## config.mk

```make
export PLATFORM = sky130hd
export DESIGN_NAME = find_replace_all_stream_unit
export DESIGN_NICKNAME = d
export VERILOG_FILES = /design/src/sv/frs_pkg.sv /design/src/sv/find_replace_all_stream_unit.sv
export SDC_FILE = /design/constraint.sdc
export NUM_CORES = 1
export LEC_CHECK = 0
export ABC_AREA = 1
export BUFFER_PORTS_ARGS = -buffer_cell sky130_fd_sc_hd__buf_4
export CAP_MARGIN = 30
export CELL_PAD_IN_SITES_DETAIL_PLACEMENT = 2
export CELL_PAD_IN_SITES_GLOBAL_PLACEMENT = 2
export CORE_UTILIZATION = 37
export CTS_CLUSTER_SIZE = 10
export DETAILED_ROUTE_END_ITERATION = 10
export GPL_TIMING_DRIVEN = 0
export PLACE_DENSITY_LB_ADDON = 0.1
export SYNTH_ARGS = -nofsm -noshare
export SYNTH_HDL_FRONTEND = slang
export SYNTH_SLANG_ARGS = --single-unit
```

## constraint.sdc

```tcl
create_clock -name clock -period 7.23 [get_ports clock]
set_clock_uncertainty 0.05 [all_clocks]
set_input_delay 1.446 -clock clock [delete_from_list [all_inputs] [get_ports clock]]
set_output_delay 1.446 -clock clock [all_outputs]
set_load 0.02 [all_outputs]
```

## src/sv/frs_pkg.sv

```systemverilog
package frs_pkg;

   localparam int ByteW    = 8;
   localparam int CsrDataW = 64;
   localparam int LenW     = 4;

   localparam int MaxNeedleDef      = 8;
   localparam int MaxReplacementDef = 8;

   typedef enum logic [1:0] {
      CSR_NEEDLE_BYTES       = 2'd0,
      CSR_NEEDLE_LENGTH      = 2'd1,
      CSR_REPLACEMENT_BYTES  = 2'd2,
      CSR_REPLACEMENT_LENGTH = 2'd3
   } csr_idx_type;

   typedef struct packed {
      logic [ByteW-1:0] in_byte;
      logic             has_byte;
      logic             string_end;
   } req_type;

   typedef struct packed {
      logic [ByteW-1:0] out_byte;
      logic             byte_valid;
      logic             run_last;
      logic             output_end;
   } rsp_type;

endpackage

```

## src/sv/find_replace_all_stream_unit.sv

```systemverilog
// Streaming find-and-replace-all over a byte string.
//
// req_*: one request per source byte (has_byte) and/or an end-of-string mark
// (string_end). rsp_*: rewritten bytes, one per response; run_last flags the
// last response caused by a request, output_end the last of the string. A
// string end with nothing to flush gives one bare marker (byte_valid low).
// csr_*: needle, needle length, replacement, replacement length; write only
// while no string is in flight.
//
// The first response of a request sits in the output register in the cycle
// after it is accepted. A request that causes zero or one response lets the
// next request in on the following cycle, so plain bytes stream at one per
// cycle. A request that causes more (a replacement or an end flush, up to
// MAX_NEEDLE or MAX_REPLACEMENT bytes) drains through the response queue at
// one byte per cycle, holding req_ready low until it is empty. When the
// receiver stalls, the output register holds, req_ready drops and both
// rates stop. Reset clears configuration, pending byte count and all queues.
module find_replace_all_stream_unit
   import frs_pkg::*;
#(
   parameter int MAX_NEEDLE      = MaxNeedleDef,
   parameter int MAX_REPLACEMENT = MaxReplacementDef
) (
   input  logic                clock,
   input  logic                reset,
   input  logic                req_valid,
   output logic                req_ready,
   input  req_type             req_data,
   output logic                rsp_valid,
   input  logic                rsp_ready,
   output rsp_type             rsp_data,
   input  logic                csr_wr_en,
   input  csr_idx_type         csr_index,
   input  logic [CsrDataW-1:0] csr_wdata
);

   localparam int QDepth = (MAX_NEEDLE > MAX_REPLACEMENT) ? MAX_NEEDLE : MAX_REPLACEMENT;
   localparam int QCntW  = $clog2(QDepth + 1);
   localparam int CntW   = $clog2(MAX_NEEDLE + 1);

   // configuration
   logic [CsrDataW-1:0] needle_bytes_ff;
   logic [LenW-1:0]     needle_length_ff;
   logic [CsrDataW-1:0] repl_bytes_ff;
   logic [LenW-1:0]     repl_length_ff;

   // pending window
   logic [ByteW-1:0] win_ff [MAX_NEEDLE];
   logic [ByteW-1:0] win_in [MAX_NEEDLE];
   logic [CntW-1:0]  cnt_ff;
   logic [CntW-1:0]  cnt_in;

   // response queue behind the output register
   logic [ByteW-1:0] q_ff [QDepth];
   logic [ByteW-1:0] q_in [QDepth];
   logic [QCntW-1:0] q_cnt_ff;
   logic [QCntW-1:0] q_cnt_in;
   logic             q_end_ff;
   logic             q_end_in;

   logic    rsp_valid_ff;
   logic    rsp_valid_in;
   rsp_type rsp_ff;
   rsp_type rsp_in;

   logic             accept;
   logic             out_free;
   logic [LenW-1:0]  nlen;
   logic [LenW-1:0]  rlen;
   logic [LenW-1:0]  thr;
   logic [CntW-1:0]  cnt_push;
   logic [ByteW-1:0] wp [MAX_NEEDLE];
   logic             mismatch;
   logic             hit;
   logic             pop;
   logic [ByteW-1:0] repl_list [QDepth];
   logic [ByteW-1:0] win_list  [QDepth];
   logic [ByteW-1:0] emit [QDepth];
   logic [QCntW-1:0] emit_n;

   assign out_free  = !rsp_valid_ff || rsp_ready;
   assign req_ready = (q_cnt_ff == '0) && out_free;
   assign accept    = req_valid && req_ready;

   assign nlen = (needle_length_ff > LenW'(MAX_NEEDLE)) ? LenW'(MAX_NEEDLE) : needle_length_ff;
   assign rlen = (repl_length_ff > LenW'(MAX_REPLACEMENT)) ? LenW'(MAX_REPLACEMENT)
                                                          : repl_length_ff;
   assign thr  = (nlen == '0) ? LenW'(1) : nlen;
   assign cnt_push = cnt_ff + CntW'(req_data.has_byte);

   // window with the new byte appended, and the needle compare
   always_comb begin
      mismatch = 1'b0;
      for (int i = 0; i < MAX_NEEDLE; i++) begin
         wp[i] = (req_data.has_byte && cnt_ff == CntW'(i)) ? req_data.in_byte : win_ff[i];
         if (LenW'(i) < nlen && wp[i] != needle_bytes_ff[ByteW*i +: ByteW]) begin
            mismatch = 1'b1;
         end
      end
   end

   assign hit = req_data.has_byte && (nlen != '0) && (LenW'(cnt_push) == nlen) && !mismatch;
   assign pop = req_data.has_byte && !hit && (LenW'(cnt_push) >= thr);

   // bytes this request emits, oldest first
   always_comb begin
      for (int j = 0; j < QDepth; j++) begin
         repl_list[j] = '0;
         win_list[j]  = '0;
      end
      for (int j = 0; j < MAX_REPLACEMENT; j++) begin
         repl_list[j] = repl_bytes_ff[ByteW*j +: ByteW];
      end
      for (int j = 0; j < MAX_NEEDLE; j++) begin
         win_list[j] = wp[j];
      end
      for (int j = 0; j < QDepth; j++) begin
         emit[j] = hit ? repl_list[j] : win_list[j];
      end
      if (hit) begin
         emit_n = QCntW'(rlen);
      end else if (req_data.string_end) begin
         emit_n = QCntW'(cnt_push);
      end else if (pop) begin
         emit_n = QCntW'(1);
      end else begin
         emit_n = '0;
      end
   end

   // next window state
   always_comb begin
      for (int i = 0; i < MAX_NEEDLE; i++) begin
         win_in[i] = wp[i];
      end
      cnt_in = cnt_ff;
      if (accept) begin
         if (hit || req_data.string_end) begin
            cnt_in = '0;
         end else if (pop) begin
            for (int i = 0; i < MAX_NEEDLE - 1; i++) begin
               win_in[i] = wp[i + 1];
            end
            cnt_in = cnt_push - CntW'(1);
         end else begin
            cnt_in = cnt_push;
         end
      end
   end

   // output register and queue
   always_comb begin
      rsp_valid_in = rsp_valid_ff && !rsp_ready;
      rsp_in       = rsp_ff;
      q_in         = q_ff;
      q_cnt_in     = q_cnt_ff;
      q_end_in     = q_end_ff;
      if (accept) begin
         for (int i = 0; i < QDepth - 1; i++) begin
            q_in[i] = emit[i + 1];
         end
         q_end_in = req_data.string_end;
         if (emit_n != '0) begin
            rsp_valid_in       = 1'b1;
            rsp_in.out_byte    = emit[0];
            rsp_in.byte_valid  = 1'b1;
            rsp_in.run_last    = (emit_n == QCntW'(1));
            rsp_in.output_end  = req_data.string_end && (emit_n == QCntW'(1));
            q_cnt_in           = emit_n - QCntW'(1);
         end else if (req_data.string_end) begin
            // end with nothing pending: bare marker
            rsp_valid_in       = 1'b1;
            rsp_in.out_byte    = '0;
            rsp_in.byte_valid  = 1'b0;
            rsp_in.run_last    = 1'b1;
            rsp_in.output_end  = 1'b1;
         end
      end else if (q_cnt_ff != '0 && out_free) begin
         rsp_valid_in      = 1'b1;
         rsp_in.out_byte   = q_ff[0];
         rsp_in.byte_valid = 1'b1;
         rsp_in.run_last   = (q_cnt_ff == QCntW'(1));
         rsp_in.output_end = q_end_ff && (q_cnt_ff == QCntW'(1));
         for (int i = 0; i < QDepth - 1; i++) begin
            q_in[i] = q_ff[i + 1];
         end
         q_cnt_in = q_cnt_ff - QCntW'(1);
      end
   end

   always_ff @(posedge clock) begin
      if (reset) begin
         needle_bytes_ff  <= '0;
         needle_length_ff <= '0;
         repl_bytes_ff    <= '0;
         repl_length_ff   <= '0;
      end else if (csr_wr_en) begin
         case (csr_index)
            CSR_NEEDLE_BYTES:       needle_bytes_ff  <= csr_wdata;
            CSR_NEEDLE_LENGTH:      needle_length_ff <= csr_wdata[LenW-1:0];
            CSR_REPLACEMENT_BYTES:  repl_bytes_ff    <= csr_wdata;
            CSR_REPLACEMENT_LENGTH: repl_length_ff   <= csr_wdata[LenW-1:0];
            default: ;
         endcase
      end
   end

   always_ff @(posedge clock) begin
      if (reset) begin
         cnt_ff       <= '0;
         q_cnt_ff     <= '0;
         q_end_ff     <= 1'b0;
         rsp_valid_ff <= 1'b0;
      end else begin
         cnt_ff       <= cnt_in;
         q_cnt_ff     <= q_cnt_in;
         q_end_ff     <= q_end_in;
         rsp_valid_ff <= rsp_valid_in;
      end
   end

   always_ff @(posedge clock) begin
      win_ff <= win_in;
      q_ff   <= q_in;
      rsp_ff <= rsp_in;
   end

   assign rsp_valid = rsp_valid_ff;
   assign rsp_data  = rsp_ff;

   a_cnt_bound: assert property (@(posedge clock) disable iff (reset)
      cnt_ff < CntW'(MAX_NEEDLE))
      else $error("pending count reached window depth");

   a_end_is_last: assert property (@(posedge clock) disable iff (reset)
      rsp_valid && rsp_data.output_end |-> rsp_data.run_last)
      else $error("string end not on last response of request");

   a_bare_marker: assert property (@(posedge clock) disable iff (reset)
      rsp_valid && !rsp_data.byte_valid |-> rsp_data.output_end && q_cnt_ff == '0)
      else $error("bare marker outside string end");

   a_empty_request: assert property (@(posedge clock) disable iff (reset)
      accept && !req_data.has_byte && !req_data.string_end && !rsp_valid_ff
      |=> !rsp_valid_ff && q_cnt_ff == '0)
      else $error("empty request produced a response");

endmodule

```

* After elaboration in Yosys (flattened, before gate mapping) *
Cells that the tools add are included.
Widths: inputs -> output; s select.

storage, ports and cells
  flip-flop bits (word level) = 277
  input bits = 81
  logic and storage cells = 160

cells by class
  add/sub/neg operators = 4
  magnitude comparators = 11
  equality and inequality tests = 23
  muxes and demuxes = 48
  reduce and logical (&&, ||, !) cells = 47

operators by type and width
  operator             number
  $mux 56              5
  $mux 8               16
  $ne 8x8->1           8
  $mux 11              4
  $mux 4               10
  $logic_and 1x1->1    27
  $eq 4x3->1 const B   4
  $lt 3x4->1 const A   4
  $mux 1               13
  $eq 4x1->1 const B   3
  $logic_not 4->1      3
  $reduce_and 2->1     6
  $reduce_bool 4->1    3
  $sub 4x1->4 const B  3
  $eq 4x2->1 const B   2
  $gt 4x4->1 const B   2
  $lt 1x4->1 const A   2
  $lt 2x4->1 const A   2
  $add 4x1->4          1
  $eq 2x2->1 const B   2
  $eq 4x4->1           1
  $ge 4x4->1           1
  $logic_not 1->1      4
  $ne 3x2->1 const B   1
  other kinds (5)      6

* Depth between registers and ports, before layout *
  word-level depth = 25
  depth in mapped cells = 28
  mapped depth without buffers = 27

* Worst setup path after synthesis *
OpenSTA, ideal clock, no wires.

  path kind = in2reg
  from = in rsp_ready
  to = reg rsp_ff, in the netlist rsp_data[0], enable pin
  library setup time = 0.340 ns
  data arrival time = 4.121 ns
  required time = 6.840 ns
  setup slack = 2.719 ns
  cell stages on the path = 7
  buffers on the path = 1
  cells stage by stage = nor2_1 -> nor2_1 -> nand2_1 -> clkbuf_1 -> nand2_1 -> o21ai_0 -> inv_1

between the ends
  word-level cells in the longest chain between the ends = 5

ends and longest elaborated chain
  element                                                                  line                                 text
  start, declared                                                          find_replace_all_stream_unit.sv:30   input logic rsp_ready,
  $logic_or 1x1->1 *                                                       find_replace_all_stream_unit.sv:81   assign out_free = !rsp_valid_ff || rsp_ready;
  $logic_and 1x1->1 *                                                      find_replace_all_stream_unit.sv:82   assign req_ready = (q_cnt_ff == '0) && out_free;
  named net req_ready                                                      find_replace_all_stream_unit.sv:27   output logic req_ready,
  $logic_and 1x1->1 *                                                      find_replace_all_stream_unit.sv:83   assign accept = req_valid && req_ready;
  $ne 3x2->1 (no source line) / $reduce_bool 2->1 (equally long branches)  --
  $reduce_and 2->1 (no source line) *                                      --
  end signal, assigned                                                     find_replace_all_stream_unit.sv:225  rsp_ff <= rsp_in;
  end, declared                                                            find_replace_all_stream_unit.sv:63   rsp_type rsp_ff;

The timed path passes the listed nets; every way through them passes the cells marked *.
A chain may end at the register's enable or synchronous reset.

==> results.yml <==
logic_synthesis:
  synth-warning-count: 0
  ys.flop_type: "dfxtp_1"
  yosysTopAreaCell: "dfxtp_1"
  synth_area_leaders: "dfxtp_1 31%, edfxtp_1 15%, nand2_1 14%, o21ai_0 11%, inv_1 6.1%"
  synth_seq_cells: 277
  async_flop_share_pct: 0
  syn_area_um2: 13600
  postSynthAreaPerCell_um2: 7.10
  synth_fp_nets: 2006
  synth_cell_types: 35
  synth-edff-count: 67
  synth_top_cell_area_share_pct: 30.9
  ys_seq_area_share_pct: 45.7
  synthCells: 1915
clocking:
  cts_resized: 0
  clk_latency_ns: 0.54
  cts_root_buffer: "clkbuf_16"
  postCtsSetupBuffers: 0
  clkTransAtPathRegs_ns: 0.06
  h-tree-depth: 2
  cts-buffers-inserted: 36
  clock-sinks: 277
  cts_tree: "yes"
  hold_buffers: 0
  cts.path.max_buffers: 3
setup_path:
  r2r_cells: 19
  crit_required_ns: 7.47
  timing.critical_path.arrival_ns: 5.28
  cpPeakStageDelay_ns: 0.71
  path_buf_inv: 4
  path_max_fanout: 10
  crit_family: "buffers and inverters"
  path_class: "in2reg"
  critPathLaunchType: "input port"
  crit_path_end_kind: "flop"
  cp_slowest_cell: "clkbuf_1"
  crit_chain: "clkbuf_1, inv_1, nand2_1, nand2_1, nand2_1, nand2_1, nand2_1, nor2_1, nand2_1, nand2_1, a21oi_1, nor2_4, nand2_4, buf_2, clkbuf_1, o21ai_0, o21ai_0"
  cpMostUsedCell: "nand2_1"
  r2r_start: "cnt_ff[1]"
  timing.rr.end: "q_ff[57]"
  r2r_slack_ns: 2.99
power:
  irDropWorstVdd_v: 0.000229
  p_total_uw: 6080
  power-per-cell-area_nw_per_um2: 380
  p_leak_uw: 0.00700
routing:
  via_per_inst: 5.60
  drc: 0
  drt_wl_total_um: 62200
  vias: 14200
  drt_iter0_drc: 779
  drtAntennaViolNets: 0
  drt-pass1-iter-count: 5
  post_drt_wl_per_cell_um: 24.5
run_status:
  status: "completed"
timing:
  period_needed_ns: 5.04
  post-route-period-util_pct: 69.7
  drv_slew: 0
  hold_viol_final: 0
  slew-limit-headroom_pct: 32.3
  rsz0062_at_grt: "no"
  setup_viol: 0
  finalSetupTns_ns: 0
  whs_ns: 0.395
  timing.fmax_ghz: 0.198
  tightest_slew_ns: 1.02
global_routing:
  antenna_found_initial: 2
  grt_usage_pct: 33.1
  grt_max_degree: 58
  grt_pass1_wl_um: 93700
  grt_pass1_vias: 15300
  grt.overflow.total: 0
floorplan:
  fp.dieH_um: 194
  rows: 69
  fp.dieW_um: 194
  ioPinCount: 94
  die_area_um2: 37500
  core_area_um2: 35800
  start_util_pct: 37.9
finish:
  fin_util_pct: 44.7
  layout_common_cells: "497 x nand2_1, 287 x o21ai_0, 220 x inv_1"
  nets: 2136
  area_growth_pct: 17.8
  drive_gt1_share_pct: 9.94
  design_area_um2: 16000
  final_common_cell: "nand2_1"
placement:
  placed_cell_area_um2: 14900
  dp_hpwl_um: 46600
  port_buffers: 87
  place.gp.congestion: 0.924
min_path:
  hp-class: "reg2reg"
  hp-start: "repl_bytes_ff[41]"
  hold_end: "repl_bytes_ff[41]"
  min_delay_path_depth: 2
job:
  maxCapViolCount: 0
[state kept, by name (all words and copies together), names as in the netlist]
register	flops
repl_bytes_ff	64
q_cnt_ff	4
needle_length_ff	4
q_end_ff	1
win_ff	64
repl_length_ff	4
rsp_valid	1
needle_bytes_ff	64
cnt_ff	4
rsp_data	11
q_ff	56
[worst min-delay path: stages (launching register included)]
cell	delay [ns]
dfxtp_1	0.30
inv_1	0.05
a21oi_1	0.05
[report_power, final]
| group | leakage (uW) | internal (uW) | switching [uW] | total, uW |
|---|---|---|---|---|
| combinational | 0.00404 | 570 | 1460 | 2030 |
| sequential | 0.00241 | 2130 | 178 | 2300 |
| clock | 0.000547 | 1020 | 723 | 1740 |
[cells in the mapped netlist (all sizes together) (2+ instances only)]
| master | number |
|---|---|
| buf | 38 |
| ha | 10 |
| dfxtp | 210 |
| inv | 226 |
| nor3 | 2 |
| nor2 | 146 |
| nand3 | 106 |
| clkbuf | 69 |
| o21ai | 301 |
| nand3b | 17 |
| a31oi | 13 |
| nor4 | 2 |
| a21oi | 151 |
| o211ai | 3 |
| xor2 | 6 |
| nand2 | 506 |
| nand4 | 37 |
| edfxtp | 67 |
[logic make-up after synthesis]
family	after synthesis	synth area share [%]
simple gates	817	25.4
compound gates	471	17.6
buf+inv	333	9.92
flops	277	45.7
fa+ha+maj	10	0.921
xor+xnor	7	0.451
[per-layer routing]
| layer | wire (um) | vias to the layer above | GRT usage [%] |
|---|---|---|---|
| li1 | - | 6527 | - |
| met3 | 2930 | 126 | 3.64 |
| met5 | 0 | - | 0 |
| met4 | 2330 | 0 | 13.8 |
| met1 | 27200 | 7168 | 42.2 |
| met2 | 29700 | 376 | 56.8 |
[worst max path at each step]
stage                           start  slack, ns  cells past startpoint           to
after floorplan             rsp_ready       2.72                      7  rsp_data[0]
after CTS                 req_data[6]       2.27                     17     q_ff[57]
after detailed placement  req_data[6]       1.75                     17     q_ff[57]
after global routing      req_data[6]       2.14                     17     q_ff[42]
final                     req_data[6]       2.19                     17     q_ff[57]
after global placement      rsp_ready       0.95                      8  rsp_data[9]
[through the flow]
| stage | cells | setup slack [ns] |
|---|---|---|
| 6_report | 2536 | 2.19 |
| 5_1_grt | 2534 | 2.14 |
| 4_1_cts | 2533 | 2.27 |
| 3_5_place_dp | 2467 | 1.75 |
| 3_3_place_gp | 2463 | 0.954 |
| 2_1_floorplan | 1915 | 2.72 |
[area by class of cell]
cell class | instances | area, um2
buffer | 107 | 500
sequential | 277 | 6220
clock inverter | 5 | 32.5
timing repair buffer | 92 | 714
inverter | 226 | 848
antenna | 2 | 5.00
fill | 4240 | 19800
multi-input combinational | 1305 | 6030
tap | 461 | 577
clock buffer | 61 | 1090
No activity file was read; power rests on OpenSTA's default activity.
